--- src/hdl/asan_pkg.sv ---
// Package of the assembly line sanitizer: byte codes, byte classes, the
// classify function and the result record. Depends on nothing.
package asan_pkg;

    localparam logic [7:0] BYTE_NUL   = 8'h00;
    localparam logic [7:0] BYTE_TAB   = 8'h09;
    localparam logic [7:0] BYTE_LF    = 8'h0A;
    localparam logic [7:0] BYTE_CR    = 8'h0D;
    localparam logic [7:0] BYTE_SPACE = 8'h20;
    localparam logic [7:0] BYTE_SEMI  = 8'h3B;
    localparam logic [7:0] PRINT_LO   = 8'h21;
    localparam logic [7:0] PRINT_HI   = 8'h7E;

    localparam int OUT_LEN_W = 9;

    typedef enum logic [2:0] {
        CLS_TERM,
        CLS_SEMI,
        CLS_SPACE,
        CLS_PRINT,
        CLS_DROP
    } byte_class_t;

    typedef struct packed {
        logic                 char_valid;
        logic [6:0]           line_char;
        logic [OUT_LEN_W-1:0] spaces_before;
        logic                 listing_valid;
        logic [7:0]           listing_byte;
        logic                 line_end;
        logic [OUT_LEN_W-1:0] line_length;
        logic                 line_too_long;
    } result_t;

    // Sorts one source byte into the class that decides its handling.
    function automatic byte_class_t classify(input logic [7:0] b);
        byte_class_t cls;
        if (b == BYTE_NUL || b == BYTE_LF || b == BYTE_CR)
        begin
            cls = CLS_TERM;
        end
        else if (b == BYTE_SEMI)
        begin
            cls = CLS_SEMI;
        end
        else if (b == BYTE_TAB || b == BYTE_SPACE)
        begin
            cls = CLS_SPACE;
        end
        else if (b >= PRINT_LO && b <= PRINT_HI)
        begin
            cls = CLS_PRINT;
        end
        else
        begin
            cls = CLS_DROP;
        end
        return cls;
    endfunction

endpackage

--- src/hdl/asan_line_state.sv ---
// Line state of the assembly line sanitizer: comment and CR flags, the
// saturating length counters and the per-item result logic. Uses asan_pkg.
module asan_line_state #(
    parameter int LINE_LIMIT    = 256,
    parameter int LISTING_LIMIT = 256
) (
    input  logic              clk,
    input  logic              rst_n,
    input  logic              cfg_we,
    input  logic              cfg_data,
    input  logic              accept,
    input  logic [7:0]        raw_byte,
    output asan_pkg::result_t result
);

    localparam int LW = $clog2(LINE_LIMIT + 1);
    localparam int EW = $clog2(LISTING_LIMIT + 1);
    localparam logic [LW-1:0] LINE_MAX    = LW'(LINE_LIMIT);
    localparam logic [LW-1:0] LINE_NEAR   = LW'(LINE_LIMIT - 1);
    localparam logic [EW-1:0] LISTING_MAX = EW'(LISTING_LIMIT);
    localparam int OUT_W_PAD = asan_pkg::OUT_LEN_W;

    logic          listing_on_reg;
    logic          in_comment_reg, in_comment_next;
    logic          swallow_lf_reg, swallow_lf_next;
    logic [LW-1:0] held_reg, held_next;
    logic [LW-1:0] kept_reg, kept_next;
    logic [LW-1:0] total_reg, total_next;
    logic [EW-1:0] echo_reg, echo_next;

    logic [LW-1:0] held_inc;
    logic [LW-1:0] total_inc;
    logic [EW-1:0] echo_inc;
    logic [LW+OUT_W_PAD-1:0] held_ext;
    logic [LW+OUT_W_PAD-1:0] kept_ext;
    asan_pkg::byte_class_t cls;

    assign held_inc  = (held_reg < LINE_MAX) ? held_reg + 1'b1 : LINE_MAX;
    assign total_inc = (total_reg < LINE_MAX) ? total_reg + 1'b1 : LINE_MAX;
    assign echo_inc  = (echo_reg < LISTING_MAX) ? echo_reg + 1'b1 : LISTING_MAX;
    // Zero-extended copies so the 9-bit output view works for any counter width.
    assign held_ext  = {{OUT_W_PAD{1'b0}}, held_reg};
    assign kept_ext  = {{OUT_W_PAD{1'b0}}, kept_reg};
    assign cls       = asan_pkg::classify(raw_byte);

    always_comb
    begin
        result          = '0;
        in_comment_next = in_comment_reg;
        swallow_lf_next = 1'b0;
        held_next       = held_reg;
        kept_next       = kept_reg;
        total_next      = total_reg;
        echo_next       = echo_reg;

        if (swallow_lf_reg && raw_byte == asan_pkg::BYTE_LF)
        begin
            // LF right after a CR line end: nothing at all.
            result = '0;
        end
        else if (cls == asan_pkg::CLS_TERM)
        begin
            result.line_end    = 1'b1;
            result.line_length = kept_ext[asan_pkg::OUT_LEN_W-1:0];
            result.line_too_long = listing_on_reg ? (echo_reg >= LISTING_MAX)
                                                  : (total_reg >= LINE_NEAR);
            in_comment_next = 1'b0;
            held_next       = '0;
            kept_next       = '0;
            total_next      = '0;
            echo_next       = '0;
            swallow_lf_next = (raw_byte == asan_pkg::BYTE_CR);
        end
        else
        begin
            result.listing_valid = 1'b1;
            result.listing_byte  = raw_byte;
            echo_next            = echo_inc;
            if (!in_comment_reg)
            begin
                case (cls)
                    asan_pkg::CLS_SEMI:
                    begin
                        in_comment_next = 1'b1;
                    end
                    asan_pkg::CLS_SPACE:
                    begin
                        held_next  = held_inc;
                        total_next = total_inc;
                    end
                    asan_pkg::CLS_PRINT:
                    begin
                        result.char_valid    = 1'b1;
                        result.line_char     = raw_byte[6:0];
                        result.spaces_before = held_ext[asan_pkg::OUT_LEN_W-1:0];
                        held_next            = '0;
                        total_next           = total_inc;
                        kept_next            = total_inc;
                    end
                    default:
                    begin
                        // Dropped bytes are only echoed.
                    end
                endcase
            end
        end
    end

    always_ff @(posedge clk or negedge rst_n)
    begin
        if (!rst_n)
        begin
            listing_on_reg <= 1'b0;
            in_comment_reg <= 1'b0;
            swallow_lf_reg <= 1'b0;
            held_reg       <= '0;
            kept_reg       <= '0;
            total_reg      <= '0;
            echo_reg       <= '0;
        end
        else
        begin
            if (cfg_we)
            begin
                listing_on_reg <= cfg_data;
            end
            if (accept)
            begin
                in_comment_reg <= in_comment_next;
                swallow_lf_reg <= swallow_lf_next;
                held_reg       <= held_next;
                kept_reg       <= kept_next;
                total_reg      <= total_next;
                echo_reg       <= echo_next;
            end
        end
    end

endmodule

--- src/hdl/asan_out_reg.sv ---
// Result register of the assembly line sanitizer with valid/stall output
// handshake. Uses asan_pkg for the result record.
module asan_out_reg (
    input  logic              clk,
    input  logic              rst_n,
    input  logic              load,
    input  asan_pkg::result_t load_data,
    input  logic              res_stall,
    output logic              res_valid,
    output asan_pkg::result_t res_data
);

    logic              valid_reg;
    asan_pkg::result_t data_reg;

    always_ff @(posedge clk or negedge rst_n)
    begin
        if (!rst_n)
        begin
            valid_reg <= 1'b0;
        end
        else if (load)
        begin
            valid_reg <= 1'b1;
        end
        else if (!res_stall)
        begin
            valid_reg <= 1'b0;
        end
    end

    always_ff @(posedge clk)
    begin
        if (load)
        begin
            data_reg <= load_data;
        end
    end

    assign res_valid = valid_reg;
    assign res_data  = data_reg;

endmodule

--- src/hdl/assembly_line_sanitizer_core.sv ---
// Assembly line sanitizer, top level. Uses asan_pkg, asan_line_state, asan_out_reg.
// The result of an item is registered and shown in the cycle after the item is accepted.
// Throughput: one item per cycle; the only limit is the single result register,
// which takes a new item whenever it is empty or being drained in the same cycle.
// Reset (rst_n low, asynchronous) clears listing_on, all line state and the
// result valid; no clearing pass is needed.
module assembly_line_sanitizer_core #(
    parameter int LINE_LIMIT    = 256,
    parameter int LISTING_LIMIT = 256
) (
    input  logic       clk,
    input  logic       rst_n,
    // Configuration: one register, listing_on.
    input  logic       cfg_we,
    input  logic       cfg_data,
    // Source byte channel.
    input  logic       src_valid,
    output logic       src_stall,
    input  logic [7:0] raw_byte,
    // Result channel.
    output logic       res_valid,
    input  logic       res_stall,
    output logic       char_valid,
    output logic [6:0] line_char,
    output logic [8:0] spaces_before,
    output logic       listing_valid,
    output logic [7:0] listing_byte,
    output logic       line_end,
    output logic [8:0] line_length,
    output logic       line_too_long
);

    logic              accept;
    asan_pkg::result_t step_result;
    asan_pkg::result_t res_data;

    // The source is held off only while a finished result waits and the
    // consumer stalls it; otherwise the register is free or drains this cycle.
    assign src_stall = res_valid && res_stall;
    assign accept    = src_valid && !src_stall;

    // All per-byte work happens in the line state logic: the byte class picks
    // one of the swallowed-LF, line-end, comment, space, kept or dropped paths, and
    // the flags and saturating counters advance only on an accepted item.
    asan_line_state #(
        .LINE_LIMIT    (LINE_LIMIT),
        .LISTING_LIMIT (LISTING_LIMIT)
    ) u_line_state (
        .clk      (clk),
        .rst_n    (rst_n),
        .cfg_we   (cfg_we),
        .cfg_data (cfg_data),
        .accept   (accept),
        .raw_byte (raw_byte),
        .result   (step_result)
    );

    // The result register parts the two channels; the source is held off
    // while a result waits on a stalled consumer.
    asan_out_reg u_out_reg (
        .clk       (clk),
        .rst_n     (rst_n),
        .load      (accept),
        .load_data (step_result),
        .res_stall (res_stall),
        .res_valid (res_valid),
        .res_data  (res_data)
    );

    assign char_valid    = res_data.char_valid;
    assign line_char     = res_data.line_char;
    assign spaces_before = res_data.spaces_before;
    assign listing_valid = res_data.listing_valid;
    assign listing_byte  = res_data.listing_byte;
    assign line_end      = res_data.line_end;
    assign line_length   = res_data.line_length;
    assign line_too_long = res_data.line_too_long;

endmodule

--- config.mk ---
export PLATFORM = sky130hd
export DESIGN_NAME = assembly_line_sanitizer_core
export DESIGN_NICKNAME = d
export VERILOG_FILES = /design/src/hdl/asan_pkg.sv /design/src/hdl/asan_line_state.sv /design/src/hdl/asan_out_reg.sv /design/src/hdl/assembly_line_sanitizer_core.sv
export SDC_FILE = /design/constraint.sdc
export NUM_CORES = 1
export LEC_CHECK = 0
export BUFFER_PORTS_ARGS = -buffer_cell sky130_fd_sc_hd__buf_2
export CORE_MARGIN = 8
export CORE_UTILIZATION = 36
export DETAILED_ROUTE_END_ITERATION = 16
export SETUP_SLACK_MARGIN = 0.2
export SLEW_MARGIN = 10
export SYNTH_ARGS = -nofsm -noshare
export SYNTH_HDL_FRONTEND = slang
export SYNTH_SLANG_ARGS = --single-unit
--- constraint.sdc ---
create_clock -name clk -period 1.85 [get_ports clk]
set_clock_uncertainty 0.1 [all_clocks]
set_input_delay 0.2775 -clock clk [delete_from_list [all_inputs] [get_ports clk]]
set_output_delay 0.2775 -clock clk [all_outputs]
set_load 0.02 [all_outputs]
After elaboration in Yosys (flattened, before gate mapping):

Cells that the tools add are included.

* $add $sub $neg: 3
* order comparisons: 7
* equality and inequality tests: 10
* multiplexer cells: 28
* bitwise logic cells: 3
* reductions and logical operators: 22

Operators with widths (count)
* $mux 9: 13
* $add 9x1->9 const B: 3
* $lt 9x9->1 const B: 3
* $eq 8x4->1 const B: 3
* $pmux 9 s2: 1
* $mux 17: 1
* $eq 8x6->1 const B: 2
* $mux 3: 4
* $reduce_and 4->1: 3
* $mux 11: 1
* $ge 9x8->1 const B: 1
* $ge 9x9->1 const B: 1
* $ge 8x6->1 const B: 1
* $le 8x7->1 const B: 1
* $logic_not 8->1: 1
* $mux 1: 8
* $eq 3x2->1 const B: 2
* $reduce_or 2->1: 3
* $logic_and 1x1->1: 4
* $reduce_bool 2->1: 2
* $reduce_or 4->1: 1
* $eq 3x1->1 const B: 1
* $logic_not 3->1: 1
* $logic_or 1x1->1: 3
* other kinds (7): 9

* bits in registers: 77
* input port bits: 14
* output and inout bits: 39
* word-level logic and storage cells: 89

Depth between registers and ports, before layout:

* depth in word-level cells: 11
* mapped depth: 9
* depth with buffers taken out: 7

Modules after synthesis:

Synthesis repeated with hierarchy kept, for this count alone.

* cells, all modules: 301
* area total of the unflattened synthesis: 3654.8 um2

By module, submodules not included
* asan_line_state: times used 1, cells an instance 260, area an instance 2497.4 um2, seq. area each 975.9 um2
* asan_out_reg: times used 1, cells an instance 39, area an instance 1143.6 um2, seq. area each 1136.1 um2
* assembly_line_sanitizer_core: times used 1, cells an instance 2, area an instance 13.8 um2, seq. area each 0.0 um2

Worst setup path after synthesis:

Ideal clock, no wire load.

* path type: input-to-reg
* start: input port raw_byte[3]
* end: register u_line_state.total_reg[3]
* library setup time: 0.126 ns
* data arrival time: 2.376 ns
* data required time: 1.624 ns
* slack: -0.752 ns
* stages on the path: 7
* buffers on the path: 1
* path through: buf_2 -> or4b_4 -> or4_1 -> a211o_1 -> nor3b_4 -> nand2b_4 -> a221o_1

* cells in the longest elaborated chain, start to end: 10
* elaborated cells on any way between the ends: 26
* classes of those cells: order compare: 2; eq/ne: 8; mux: 5; bitwise: 1; reduce/logical: 10

RTL lines
* start, declared: RTL line assembly_line_sanitizer_core.sv:19 `input logic [7:0] raw_byte,`
* $ge 8x6->1 / $le 8x7->1 (equally long branches): RTL line asan_pkg.sv:50 `else if (b >= PRINT_LO && b <= PRINT_HI)`
* $logic_and 1x1->1: RTL line asan_pkg.sv:50
* $mux 3: RTL line asan_pkg.sv:50
* $mux 3: RTL line asan_pkg.sv:46 `else if (b == BYTE_TAB || b == BYTE_SPACE)`
* $mux 3: RTL line asan_pkg.sv:42 `else if (b == BYTE_SEMI)`
* $mux 3: RTL line asan_pkg.sv:38 `if (b == BYTE_NUL || b == BYTE_LF || b == BYTE_CR)`
* $eq 3x2->1: RTL line asan_line_state.sv:81 `case (cls)`
* $reduce_or 2->1 (no line)
* $reduce_bool 2->1 (no line)
* $reduce_and 4->1 (no line)
* end signal, assigned: RTL line asan_line_state.sv:133 `total_reg <= total_next;`
* end, declared: RTL line asan_line_state.sv:28 `logic [LW-1:0] total_reg, total_next;`

Parallel ways exist; a longest one is shown, timed or not.
A chain may end at the register's enable or synchronous reset.

Final worst setup path:

* start: input port raw_byte[2]
* end: register u_line_state.total_reg[5]

Same word-level chain as after synthesis.

==> metrics.md <==
| Metric | Value |
|---|---|
| Vias/cell | `5.07` |
| Syn Std Cell Area | `3530 um2` |
| Library cells used by synthesis | `44` |
| Max_slew headroom | `between 60 and 70%` |
| CTS tree | `built` |
| Synthesis-to-finish area growth | `39.7%` |
| Root Buffer | `clkbuf_8` |
| Clk pin slew, worst setup/hold paths | `0.09 ns` |
| DR pass1 iterations | `4` |
| Total chip power | `4.59 mW` |
| Final Hold Vio Count | `0` |
| Buffers and inverters on the worst path | `2` |
| Vias | `2877` |
| Clk buf depth | `2` |
| Post-DRT Antenna Nets | `0` |
| Crit path kind | `in -> reg` |
| Crit Path Max Fanout | `5` |
| R2r worst-path depth | `8` |
| Antenna violations before repair | `0` |
| Final Setup Violations | `41` |
| Die area | `13200 um2` |
| # rows | `36` |
| Routed WL | `8230 um` |
| Top FF cell, synth | `dfrtp_1` |
| R2r setup slk | `-0.07 ns` |
| Cell taking the most area after synthesis | `edfxtp_1` |
| #FFs+latches synth | `77` |
| Per-cell routed wire length | `approximately 15 um` |
| Grt ovf | `0` |
| Antenna cell count | `0` |
| Worst-Margin Slew | `0.469 ns` |
| Critical path's top delay family | `simple AND/OR/NAND/NOR gates` |
| Cell mode on critical path | `a211o_1` |
| Setup crit start kind | `primary input` |
| Post-synth EDFFs | `37` |
| Pleak | `2.10 nW` |
| Die height | `~120 um` |
| Worst ir drop on vdd | `346 uV` |
| Number of global-route vias before repair | `approximately 2.8k` |
| H-tree levels | `3` |
| Pin count of the biggest net entering global routing | `38` |
| Pwr dens | `a little over 900 nW/um2` |
| Failing checks | `negative setup slack` |
| # DRC | `0` |
| Layout cells sized above 1 | `40.8%` |
| HPWL after DPL | `5590 um` |
| Reg-to-Reg Start | `u_line_state.swallow_lf_reg` |
| Final period utilization | `121%` |
| Initial Utilization | `36.7%` |
| Worst setup EP type | `flop` |
| Max reg flops | `37` |
| Max-slew violation count | `0` |
| Hold wc startpoint | `src_valid` |
| Synth top area cells | `edfxtp_1 (31%), dfrtp_1 (28%), and3_1 (4.4%)` |
| Outcome | `finished with violations` |
| CTS Buf Count | `9` |
| Die W | `115 um` |
| Starting DRT DRC Count | `about 140` |
| Worst Hold Path EP | `u_out_reg.res_valid` |
| Fin crit period | `between 2 and 2.5 ns` |
| Fillers | `~870` |
| Number of synthesis warnings | `0` |
| CP max stage cell | `or4b_4` |
| Worst hold stages | `2` |
| IO Port Bufs | `52` |
| Max_cap viols | `0` |
| Slack of the critical path | `-0.384 ns` |
| Post-Syn Instances | `about 320` |
| Synth Net Count | `around 330` |
| All-Layer GR Usage | `12.9%` |
| Max stage delay on crit path | `0.53 ns` |
| TritonCTS Sinks | `77` |
| Critical Path RT | `1.99 ns` |
| Sequential share of the synthesized area | `59.8%` |
| WP data arrival | `2.37 ns` |
| Min-delay worst type | `in -> reg` |
| Final Util | `51.2%` |
| Placer congestion estimate | `between 0.8 and 0.9` |
| Clk_lat worst skew | `0.34 ns` |
| Nets | `446` |
| Fraction of registers with async set/reset | `about half` |
| Ports | `53` |
| RSZ-0062 raised after global routing | `yes` |
| Reg2reg end | `u_line_state.total_reg[5]` |
| Highest clock rate | `about 0.45 GHz` |
| Core area | `roughly 9600 um2` |
| Crit path cell chain | `buf_6, or4b_4, or4_4, a211o_1, nor3b_4, buf_4, a211o_1, a22o_1` |
| Syn avg cell area | `11.2 um2` |
| Yosys top cell area share | `31.4%` |
| First-pass GRT wire length | `13800 um` |
worst max-delay path by stage:
stage                           start                        end  slack (ns)  cells after the start
after floorplan           raw_byte[3]  u_line_state.total_reg[3]       -0.65                      7
after global placement    raw_byte[2]  u_line_state.total_reg[3]       -0.82                      7
after detailed placement  raw_byte[2]  u_line_state.total_reg[3]       -0.85                      7
after CTS                 raw_byte[2]  u_line_state.total_reg[3]       -0.37                      7
after global routing      raw_byte[2]   u_line_state.held_reg[5]       -0.43                      7
final                     raw_byte[2]  u_line_state.total_reg[5]       -0.38                      8
routing by layer:
layer / track usage (%) / vias up / part of all wire, %
met1: 16.7 / 1398 / 45
met5: 0 / - / 0
met3: 3.20 / 14 / 5.3
met4: 5.25 / 0 / 2.0
met2: 20.2 / 67 / 47
li1: - / 1398 / -
through the flow:
stage | instances | TNS [ns] | cell area, um2 | worst slack (ns) | hold slack, ns
after global routing | 567 | -9.17 | 4930 | -0.433 | 0.0316
after detailed placement | 535 | -28.74 | 4350 | -0.848 | 0.164
after floorplan | 315 | -18.13 | 3570 | -0.655 | -0.118
final | 567 | -7.43 | 4930 | -0.384 | 0.0442
after CTS | 563 | -5.72 | 4810 | -0.370 | 0.0313
after global placement | 535 | -28.75 | 4350 | -0.818 | 0.160
placed cells by master, fill, tap and decap left out, types with 2 or more instances in the layout:
cell type / count
buf_4: 52
buf_2: 50
dfrtp_1: 39
edfxtp_1: 37
and3_1: 25
nand2_1: 24
o21ai_1: 18
o31ai_1: 14
buf_6: 14
nand3_1: 12
nor2_1: 10
and2_1: 9
clkbuf_8: 9
nand2b_1: 7
xnor2_1: 6
o21ai_0: 6
nor4_1: 4
nor3_1: 4
nor2_4: 4
a21oi_1: 4
nor2b_1: 4
nor3b_1: 4
buf_12: 4
inv_1: 3
clkinvlp_4: 3
nand3b_1: 3
nand4_1: 3
a211o_1: 3
mux2_4: 3
o21ai_2: 3
nand2_2: 3
a31oi_1: 2
or4_4: 2
xor2_1: 2
nor3_2: 2
o41ai_1: 2
o31ai_2: 2
ha_1: 2
inv_6: 2
worst register-to-register path: stages, from the launching register on:
cell and delay (ns):
dfrtp_1 0.39, nand3b_1 0.15, nor4_4 0.05, buf_4 0.15
or2_4 0.29, buf_6 0.13, buf_12 0.13, a211o_1 0.27
a22o_1 0.18
cell type report:
| class | count | area [um2] | share of cell area (%) |
|---|---|---|---|
| flip-flops and latches | 77 | 2110 | 42.8 |
| multi-input cells | 213 | 1500 | 30.4 |
| repair buffers | 123 | 931 | 18.9 |
| well taps | 133 | 166 | 3.37 |
| clock buffers | 10 | 149 | 3.02 |
| clock inverters | 6 | 52.6 | 1.06 |
| inverters | 5 | 22.5 | 0.456 |
cells in the mapped netlist, types with 2 or more instances:
cell type,number
and2_1,10
inv_1,5
and3_1,25
nand3b_1,3
dfrtp_1,40
a211oi_1,2
clkbuf_1,16
o31ai_1,17
nand4_1,3
buf_1,2
nand3_1,12
buf_2,2
nor2b_1,4
nor2_1,15
xnor2_1,6
edfxtp_1,37
or4_1,2
a31oi_1,3
nand2_1,28
mux2_2,4
o21ai_0,27
nor4_1,5
xor2_1,2
nor3_1,6
a21oi_1,5
ha_1,3
nor3b_1,5
a211o_1,3
nand2b_1,7
o41ai_1,2
kinds of logic after synthesis:
family                     share of synthesized area, %
and+or+nand+nor                                    21.0
AOI/OAI and AO/OA                                  12.2
muxes                                              1.27
DFF                                                59.8
xor gates and xnor gates                           1.98
buffers and inverters                              2.73
adders and majority gates                          1.06
report_power, final:
| part | leakage (nW) | internal [mW] | switching, mW |
|---|---|---|---|
| Clock | 0.0966 | 0.590 | 0.673 |
| Combinational | 1.14 | 0.511 | 0.550 |
| Sequential | 0.871 | 2.06 | 0.204 |
| Total | 2.10 | 3.16 | 1.43 |
timing repair:
item / 4_1_cts / 5_1_grt
setup buffers: 8 / 4
pin swaps: 16 / 11
cloned: 3 / 0
hold buffers: 1 / 0
resized for setup: 44 / 34
endpoints found under the hold margin: 17 / 0
endpoints found under the setup margin: 49 / 48
(Power assumes the default switching activity.)
